**src/rtl/core/gas_pkg.sv**
```systemverilog
// Package for the greedy activity selector: sizes, entry type, control structs and states.
package gas_pkg;

  // Capacity of the activity store and width of the time fields
  localparam int unsigned MAX_ACT   = 32;
  localparam int unsigned TIME_BITS = 16;
  // Width of the activity number field on the result channel
  localparam int unsigned NUM_W     = 6;
  // Fill count must hold MAX_ACT itself
  localparam int unsigned CNT_W     = $clog2(MAX_ACT + 1);

  // One stored activity
  typedef struct packed {
    logic [TIME_BITS-1:0] st;
    logic [TIME_BITS-1:0] ft;
    logic [NUM_W-1:0]     num;
  } gas_entry_t;

  // Commands from the controller to the datapath
  typedef struct packed {
    logic load;       // accept an input item
    logic start;      // the accepted item closes the set
    logic step;       // examine the head entry and shift the list
    logic push;       // move the pending result to the output register
    logic push_last;  // move the pending result out as the final one
  } gas_cmd_t;

  // Status from the datapath to the controller
  typedef struct packed {
    logic cnt_zero;   // no entries left to examine
    logic take;       // head entry is selected
    logic pend_valid; // a selected result waits in the pending register
    logic out_free;   // output register can take a result this cycle
  } gas_sts_t;

  typedef enum logic [1:0] {
    ST_IDLE,
    ST_SCAN,
    ST_DRAIN
  } gas_state_e;

endpackage

```
**src/rtl/core/gas_ctrl.sv**
```systemverilog
// Controller of the greedy activity selector: load, scan and drain sequencing.
module gas_ctrl (
  input  logic              clk_i,
  input  logic              rst_ni,
  input  logic              in_valid_i,
  input  logic              last_activity_i,
  input  gas_pkg::gas_sts_t sts_i,
  output logic              in_stall_o,
  output gas_pkg::gas_cmd_t cmd_o
);

  gas_pkg::gas_state_e state_q, state_d;
  logic                head_blocked;

  // A selected head needs the pending slot; the slot needs the output register
  assign head_blocked = sts_i.take && sts_i.pend_valid && !sts_i.out_free;

  // State register
  always_ff @(posedge clk_i or negedge rst_ni) begin
    if (!rst_ni) begin
      state_q <= gas_pkg::ST_IDLE;
    end else begin
      state_q <= state_d;
    end
  end

  // Next state
  always_comb begin
    state_d = state_q;
    unique case (state_q)
      gas_pkg::ST_IDLE: begin
        if (in_valid_i && last_activity_i) state_d = gas_pkg::ST_SCAN;
      end
      gas_pkg::ST_SCAN: begin
        if (sts_i.cnt_zero) state_d = gas_pkg::ST_DRAIN;
      end
      gas_pkg::ST_DRAIN: begin
        if (sts_i.out_free) state_d = gas_pkg::ST_IDLE;
      end
      default: state_d = gas_pkg::ST_IDLE;
    endcase
  end

  // Outputs
  always_comb begin
    cmd_o      = '0;
    in_stall_o = 1'b1;
    unique case (state_q)
      gas_pkg::ST_IDLE: begin
        in_stall_o  = 1'b0;
        cmd_o.load  = in_valid_i;
        cmd_o.start = in_valid_i && last_activity_i;
      end
      gas_pkg::ST_SCAN: begin
        if (!sts_i.cnt_zero && !head_blocked) begin
          cmd_o.step = 1'b1;
          cmd_o.push = sts_i.take && sts_i.pend_valid;
        end
      end
      gas_pkg::ST_DRAIN: begin
        cmd_o.push_last = sts_i.out_free;
      end
      default: begin
        cmd_o      = '0;
        in_stall_o = 1'b1;
      end
    endcase
  end

endmodule

```
**src/rtl/core/gas_dp.sv**
```systemverilog
// Datapath of the greedy activity selector: sorted activity list, selection and output register.
module gas_dp (
  input  logic                          clk_i,
  input  logic                          rst_ni,
  input  logic [gas_pkg::TIME_BITS-1:0] start_time_i,
  input  logic [gas_pkg::TIME_BITS-1:0] finish_time_i,
  input  logic                          out_stall_i,
  input  gas_pkg::gas_cmd_t             cmd_i,
  output gas_pkg::gas_sts_t             sts_o,
  output logic                          out_valid_o,
  output logic [gas_pkg::NUM_W-1:0]     activity_number_o,
  output logic                          last_selected_o,
  output logic                          overflow_o
);

  localparam int unsigned MaxAct = gas_pkg::MAX_ACT;
  localparam int unsigned CntW   = gas_pkg::CNT_W;

  gas_pkg::gas_entry_t             list_q [MaxAct];
  gas_pkg::gas_entry_t             list_d [MaxAct];
  gas_pkg::gas_entry_t             new_entry;
  logic [MaxAct-1:0]               gt;
  logic [CntW-1:0]                 cnt_q, cnt_d;
  logic [CntW:0]                   cnt_inc;
  logic                            full;
  logic                            store;
  logic                            ovf_q;
  logic                            first_q;
  logic [gas_pkg::TIME_BITS-1:0]   ltf_q;
  logic                            take;
  logic                            pend_valid_q;
  logic [gas_pkg::NUM_W-1:0]       pend_num_q;
  logic                            out_valid_q;
  logic [gas_pkg::NUM_W-1:0]       out_num_q;
  logic                            out_last_q;
  logic                            out_ovf_q;
  logic                            out_free;

  assign full    = (cnt_q == CntW'(MaxAct));
  assign store   = cmd_i.load && !full;
  assign cnt_inc = {1'b0, cnt_q} + (CntW+1)'(1);

  assign new_entry.st  = start_time_i;
  assign new_entry.ft  = finish_time_i;
  assign new_entry.num = gas_pkg::NUM_W'(cnt_inc);

  // Entries past the fill count, or finishing later, move up to make room
  always_comb begin
    for (int i = 0; i < MaxAct; i++) begin
      gt[i] = (CntW'(i) >= cnt_q) || (list_q[i].ft > finish_time_i);
    end
  end

  // Stable insertion on load, shift toward the head on each scan step
  always_comb begin
    for (int i = 0; i < MaxAct; i++) list_d[i] = list_q[i];
    if (store) begin
      if (gt[0]) list_d[0] = new_entry;
      for (int i = 1; i < MaxAct; i++) begin
        if (gt[i-1]) begin
          list_d[i] = list_q[i-1];
        end else if (gt[i]) begin
          list_d[i] = new_entry;
        end
      end
    end else if (cmd_i.step) begin
      for (int i = 0; i < MaxAct - 1; i++) list_d[i] = list_q[i+1];
    end
  end

  always_ff @(posedge clk_i) begin
    for (int i = 0; i < MaxAct; i++) list_q[i] <= list_d[i];
  end

  // Fill count
  always_comb begin
    cnt_d = cnt_q;
    if (store) begin
      cnt_d = cnt_inc[CntW-1:0];
    end else if (cmd_i.step) begin
      cnt_d = cnt_q - CntW'(1);
    end
  end

  // Head selection: first entry always, then start at or after last finish
  assign take     = first_q || (list_q[0].st >= ltf_q);
  assign out_free = !out_valid_q || !out_stall_i;

  // Control registers of the selection pass
  always_ff @(posedge clk_i or negedge rst_ni) begin
    if (!rst_ni) begin
      cnt_q        <= '0;
      ovf_q        <= 1'b0;
      first_q      <= 1'b0;
      ltf_q        <= '0;
      pend_valid_q <= 1'b0;
      out_valid_q  <= 1'b0;
    end else begin
      cnt_q <= cnt_d;
      if (cmd_i.load && full) begin
        ovf_q <= 1'b1;
      end else if (cmd_i.push_last) begin
        ovf_q <= 1'b0;
      end
      if (cmd_i.start) begin
        first_q <= 1'b1;
      end else if (cmd_i.step) begin
        first_q <= 1'b0;
      end
      if (cmd_i.step && take) begin
        ltf_q        <= list_q[0].ft;
        pend_valid_q <= 1'b1;
      end else if (cmd_i.push_last) begin
        pend_valid_q <= 1'b0;
      end
      if (cmd_i.push || cmd_i.push_last) begin
        out_valid_q <= 1'b1;
      end else if (!out_stall_i) begin
        out_valid_q <= 1'b0;
      end
    end
  end

  // Pending and output payload
  always_ff @(posedge clk_i) begin
    if (cmd_i.step && take) pend_num_q <= list_q[0].num;
    if (cmd_i.push || cmd_i.push_last) begin
      out_num_q  <= pend_num_q;
      out_last_q <= cmd_i.push_last;
      out_ovf_q  <= ovf_q;
    end
  end

  assign sts_o.cnt_zero   = (cnt_q == '0);
  assign sts_o.take       = take;
  assign sts_o.pend_valid = pend_valid_q;
  assign sts_o.out_free   = out_free;

  assign out_valid_o       = out_valid_q;
  assign activity_number_o = out_num_q;
  assign last_selected_o   = out_last_q;
  assign overflow_o        = out_ovf_q;

endmodule

```
**src/rtl/core/greedy_activity_selector_top.sv**
```systemverilog
// Top level of the greedy activity selector.
//
// Input channel: one activity per item (start_time_i, finish_time_i,
// last_activity_i), numbered 1 upward in arrival order. An item is taken
// when in_valid_i is high and in_stall_o is low. Each item is inserted in
// finish order into a list of up to MAX_ACT entries; items beyond
// capacity are dropped and mark the run's results with overflow_o.
// The item with last_activity_i closes the set and starts a selection pass
// that shifts the list from its head, one entry per cycle when not paused.
// Result channel: one item per selected activity, taken when out_valid_o is
// high and out_stall_i is low; last_selected_o marks the final one.
// Sequencing: the input is stalled from the closing item until the scan and
// the drain have finished. A selected activity waits in the pending register
// and moves to the output register when the next one is selected; the drain
// moves the final one out.
// A stalled receiver holds the output register; the scan pauses only when
// a new selection finds both the pending and the output register full.
// Reset empties the list and clears all valid flags; no clearing pass.
module greedy_activity_selector_top (
  input  logic                          clk_i,
  input  logic                          rst_ni,
  input  logic                          in_valid_i,
  output logic                          in_stall_o,
  input  logic [gas_pkg::TIME_BITS-1:0] start_time_i,
  input  logic [gas_pkg::TIME_BITS-1:0] finish_time_i,
  input  logic                          last_activity_i,
  output logic                          out_valid_o,
  input  logic                          out_stall_i,
  output logic [gas_pkg::NUM_W-1:0]     activity_number_o,
  output logic                          last_selected_o,
  output logic                          overflow_o
);

  gas_pkg::gas_cmd_t cmd;
  gas_pkg::gas_sts_t sts;

  gas_ctrl u_ctrl (
    .clk_i          (clk_i),
    .rst_ni         (rst_ni),
    .in_valid_i     (in_valid_i),
    .last_activity_i(last_activity_i),
    .sts_i          (sts),
    .in_stall_o     (in_stall_o),
    .cmd_o          (cmd)
  );

  gas_dp u_dp (
    .clk_i            (clk_i),
    .rst_ni           (rst_ni),
    .start_time_i     (start_time_i),
    .finish_time_i    (finish_time_i),
    .out_stall_i      (out_stall_i),
    .cmd_i            (cmd),
    .sts_o            (sts),
    .out_valid_o      (out_valid_o),
    .activity_number_o(activity_number_o),
    .last_selected_o  (last_selected_o),
    .overflow_o       (overflow_o)
  );

  // A result is never written over one the receiver has not taken
  a_push_free: assert property (@(posedge clk_i) disable iff (!rst_ni)
    (cmd.push || cmd.push_last) |-> sts.out_free)
    else $error("result pushed into a busy output register");

  // The drain only moves out a result that exists
  a_drain_pend: assert property (@(posedge clk_i) disable iff (!rst_ni)
    cmd.push_last |-> sts.pend_valid)
    else $error("drain without a pending result");

  // The scan never steps past the end of the list
  a_step_cnt: assert property (@(posedge clk_i) disable iff (!rst_ni)
    cmd.step |-> !sts.cnt_zero)
    else $error("scan step on an empty list");

  // The drain shows the final result in the next cycle
  a_drain_out: assert property (@(posedge clk_i) disable iff (!rst_ni)
    cmd.push_last |=> (out_valid_o && last_selected_o))
    else $error("final result not marked");

endmodule

```
**config.mk**
```make
export PLATFORM = sky130hd
export DESIGN_NAME = greedy_activity_selector_top
export DESIGN_NICKNAME = d
export VERILOG_FILES = /design/src/rtl/core/gas_pkg.sv /design/src/rtl/core/gas_ctrl.sv /design/src/rtl/core/gas_dp.sv /design/src/rtl/core/greedy_activity_selector_top.sv
export SDC_FILE = /design/constraint.sdc
export NUM_CORES = 2
export LEC_CHECK = 0
export ABC_AREA = 1
export BUFFER_PORTS_ARGS = -buffer_cell sky130_fd_sc_hd__buf_2
export CAP_MARGIN = 10
export CORE_UTILIZATION = 25
export DETAILED_ROUTE_END_ITERATION = 10
export SKIP_CTS_REPAIR_TIMING = 1
export SYNTH_ARGS = -nofsm -noshare
export SYNTH_HDL_FRONTEND = slang
export SYNTH_SLANG_ARGS = --single-unit
export TNS_END_PERCENT = 20
```
**constraint.sdc**
```tcl
create_clock -name clk_i -period 5 [get_ports clk_i]
set_input_delay 0.5 -clock clk_i [delete_from_list [all_inputs] [get_ports clk_i]]
set_output_delay 0.5 -clock clk_i [all_outputs]
set_load 0.01 [all_outputs]
```
==> flow_summary.yaml <==
route:
  detail_route.iter0.violations: 7356
  detail_route.first_pass.iterations: 8
  wl_per_cell_um: 17.8
  drt_wl_total_um: 271000
  viasPerCell: 4.87
  final_antenna_net_count: 0
  vias: 74000
  route.detailed.drc: 0
setup_path:
  crit_path_end_kind: "register"
  path_class: "reg -> reg"
  timing.critical_path.fanout_max: 203
  max_stage_delay_ns: 0.93
  critPathSlowestCell: "buf_4"
  crit_path_start_kind: "register"
  required_ns: 5.66
  critical-path-top-cell-by-count: "nand2_1"
  critical_path_arrival_ns: 5.29
  series_of_cell_instances_along_the_critical_path: "inv_1, ha_1, inv_2, nor2_4, inv_2, nor3_2, nand2_1, nand2_8, buf_12, buf_12, buf_4, nand2_1, nand2_1"
grt:
  grt_use_total: 0.157
  grt_max_degree: 214
  globalRoute.totalOverflow: 0
  antenna_found_initial: 3
  grt_first_pass_wirelength_um: 418000
  number_of_global_route_vias_before_repair: 69700
synth:
  synth.cell_area_sq_mm: 0.0834
  postSynth.asyncResetShare: 0.0223
  multiplexer_fraction_of_the_synthesized_cell_area: 0
  synth_cells: 11000
  simple_gate_share_of_the_synthesized_area: 0.342
  ys_types: 34
  synth_fa_ha_area_frac: 0.0799
  leading_cell_types_by_total_area_after_synthesis: "edfxtp_1, nand2_1, nand3_1"
  synth_compound_area_frac: 0.0285
  post_synth_net_total: 11600
  yosys_register_bits: 1258
  synth_area_leader_cell: "edfxtp_1"
  synthDominantCellAreaShare: 0.443
  dominantRegCellSynth: "edfxtp_1"
  ys_warn_count: 0
  synth_enable_flop_cells: 1230
  post_synth_xor_area_fraction: 0.000525
  syn-mean-instance-area_sq_um: 7.55
  yosysSeqAreaShare: 0.451
  dominant_combinational_cell_family_by_area_after_synthesis: "simple AND/OR/NAND/NOR gates"
timing:
  unrepaired_setup_endpoints_after_global_routing: "no"
  fmaxAchievable_ghz: 0.216
  tightest_slew_ns: 1.23
  timing.final.crit_share: 0.925
  maxSlewHeadroom: 0.175
  report.final.hold_viol_count: 0
  clock-skew-final_ns: 0.0469
  setup-tns-final_ns: 0
  period_minus_slack_ns: 4.63
  final-max-slew-violation-count: 0
  setup-violations-final: 0
finish:
  final_area_sq_mm: 0.0930
  insertedDiodeCount: 0
  number_of_fill_cells_in_the_layout: 36100
  final_nets: 11300
  drive_above_1_share: 0.0550
  final_core_utilization: 0.281
  area_growth_pct: 11.6
power_and_ir_drop:
  vdd.ir_drop.worst_mv: 0.519
  total_leakage_power_uw: 0.0447
  p_per_area_mw_per_mm2: 799
  total_power_uw: 74300
die:
  floorplan.initialDensity: 0.252
  core-area_sq_mm: 0.331
  die-height_um: 579
  design.die.area_sq_mm: 0.336
  ios: 47
  placement_rows: 211
  die_w_um: 579
place:
  routabilityCongestion: 0.858
  placed_cell_area_sq_mm: 0.0885
  place_hpwl_um: 186000
  port-buffer-count: 46
cts:
  maximum_number_of_buffers_from_clock_root_to_sink: 3
  clkSlewWorstSetupHoldPaths_ns: 0.06
  cts-buffers-inserted: 149
  cts_num_sinks: 1258
  tritoncts: "built"
  clk_latency_ns: 0.82
  htreeDepth: 4
  cts-root-buf: "clkbuf_16"
outcome:
  status: "completed"
worst_hold_path:
  worst_min_delay_path_category: "in -> reg"
job:
  max_cap_viol_count: 0
[registers in the layout, indices dropped and copies added, names as in the netlist, 2 cells and up]
| register | count |
|---|---|
| u_dp.list_q | 1216 |
| u_dp.ltf_q | 16 |
| u_dp.activity_number_o | 6 |
| u_dp.cnt_q | 6 |
| u_dp.pend_num_q | 6 |
| u_ctrl.state_q | 2 |
[logic make-up (layout without fill, tap and decap cells)]
family,after synthesis,in the layout
AO/OA/AOI/OAI,435,435
XOR/XNOR,5,5
adder cells (fa/ha/maj),532,532
buffers and inverters,2050,1855
flip-flops,1258,1258
AND/OR/NAND/NOR,6756,6756
[cell type report]
| cell class | count | area, sq um | share of cell area |
|---|---|---|---|
| multi-input cells | 7728 | 38000 | 0.408 |
| flip-flops and latches | 1258 | 37600 | 0.405 |
| well taps | 4366 | 5460 | 0.0587 |
| inverters | 1294 | 4890 | 0.0525 |
| clock buffers | 186 | 3900 | 0.0419 |
| repair buffers | 303 | 2630 | 0.0283 |
| clock inverters | 72 | 559 | 0.00601 |
[cell usage after synthesis (37+ instances only)]
cell and instances:
a21oi_1 232, buf_1 79, buf_2 290, clkbuf_1 368, edfxtp_1 1230, ha_1 532
inv_1 1285, nand2_1 4023, nand3_1 2374, nand4_1 39, nor2_1 271, o21ai_0 121
o21bai_1 37
[where the power goes]
| part | internal, uW | leakage (uW) | switching, uW |
|---|---|---|---|
| Sequential | 21800 | 0.0125 | 4730 |
| Combinational | 11000 | 0.0300 | 26400 |
| Clock | 5700 | 0.00217 | 4760 |
| Total | 38500 | 0.0447 | 35800 |
[stage by stage]
| stage | std cells | hold slack [ns] | setup slack [ns] |
|---|---|---|---|
| 6_report | 15200 | 0.140 | 0.373 |
| 5_1_grt | 15200 | 0.120 | 0.174 |
| 4_1_cts | 15200 | -0.261 | 0.564 |
| 3_5_place_dp | 14900 | 0.407 | 0.575 |
| 3_3_place_gp | 14900 | 0.403 | 0.665 |
| 2_1_floorplan | 11000 | 0.204 | 0.0890 |
[cells in the final DEF, fill, tap and decap left out, types with 115 or more instances in the layout]
master	count
nor2_1	239
o21ai_0	115
clkbuf_16	150
ha_1	532
nand3_1	2374
inv_1	1250
a21oi_1	230
edfxtp_1	1230
nand2_1	4022
buf_4	219
[critical path, delay by kind of cell (launching register included)]
kind	cells	cell delay (ns)
buffers and inverters	6	2.46
adders and majority gates	1	0.29
and+or+nand+nor	6	0.81
DFF	1	0.46
[per-layer routing]
metal	up-vias	part of all wire	track usage	routed length, um
li1	35400	-	-	-
met1	35300	0.44	0.217	120000
met2	2782	0.46	0.254	124000
met3	464	0.069	0.0184	18600
met4	2	0.030	0.0488	8230
met5	-	0.000048	0	13
[path summary, 6_finish.rpt]
kind / from / to / slack [ns] / cells after the start
setup / recovery: u_dp.cnt_q[1] / u_dp.list_q[0][419] / 0.37 / 13
hold / removal: out_stall_i / u_ctrl.state_q[1] / 0.14 / 3
setup reg to reg: u_dp.cnt_q[1] / u_dp.list_q[0][419] / 0.37 / 13
hold reg to reg: u_dp.pend_num_q[5] / u_dp.activity_number_o[5] / 0.42 / 0
max in group asynchronous: rst_ni / u_dp.cnt_q[0] / 4.13 / 2
min in group asynchronous: rst_ni / u_dp.ltf_q[1] / 0.30 / 2
No activity file was read; power rests on OpenSTA's default activity.
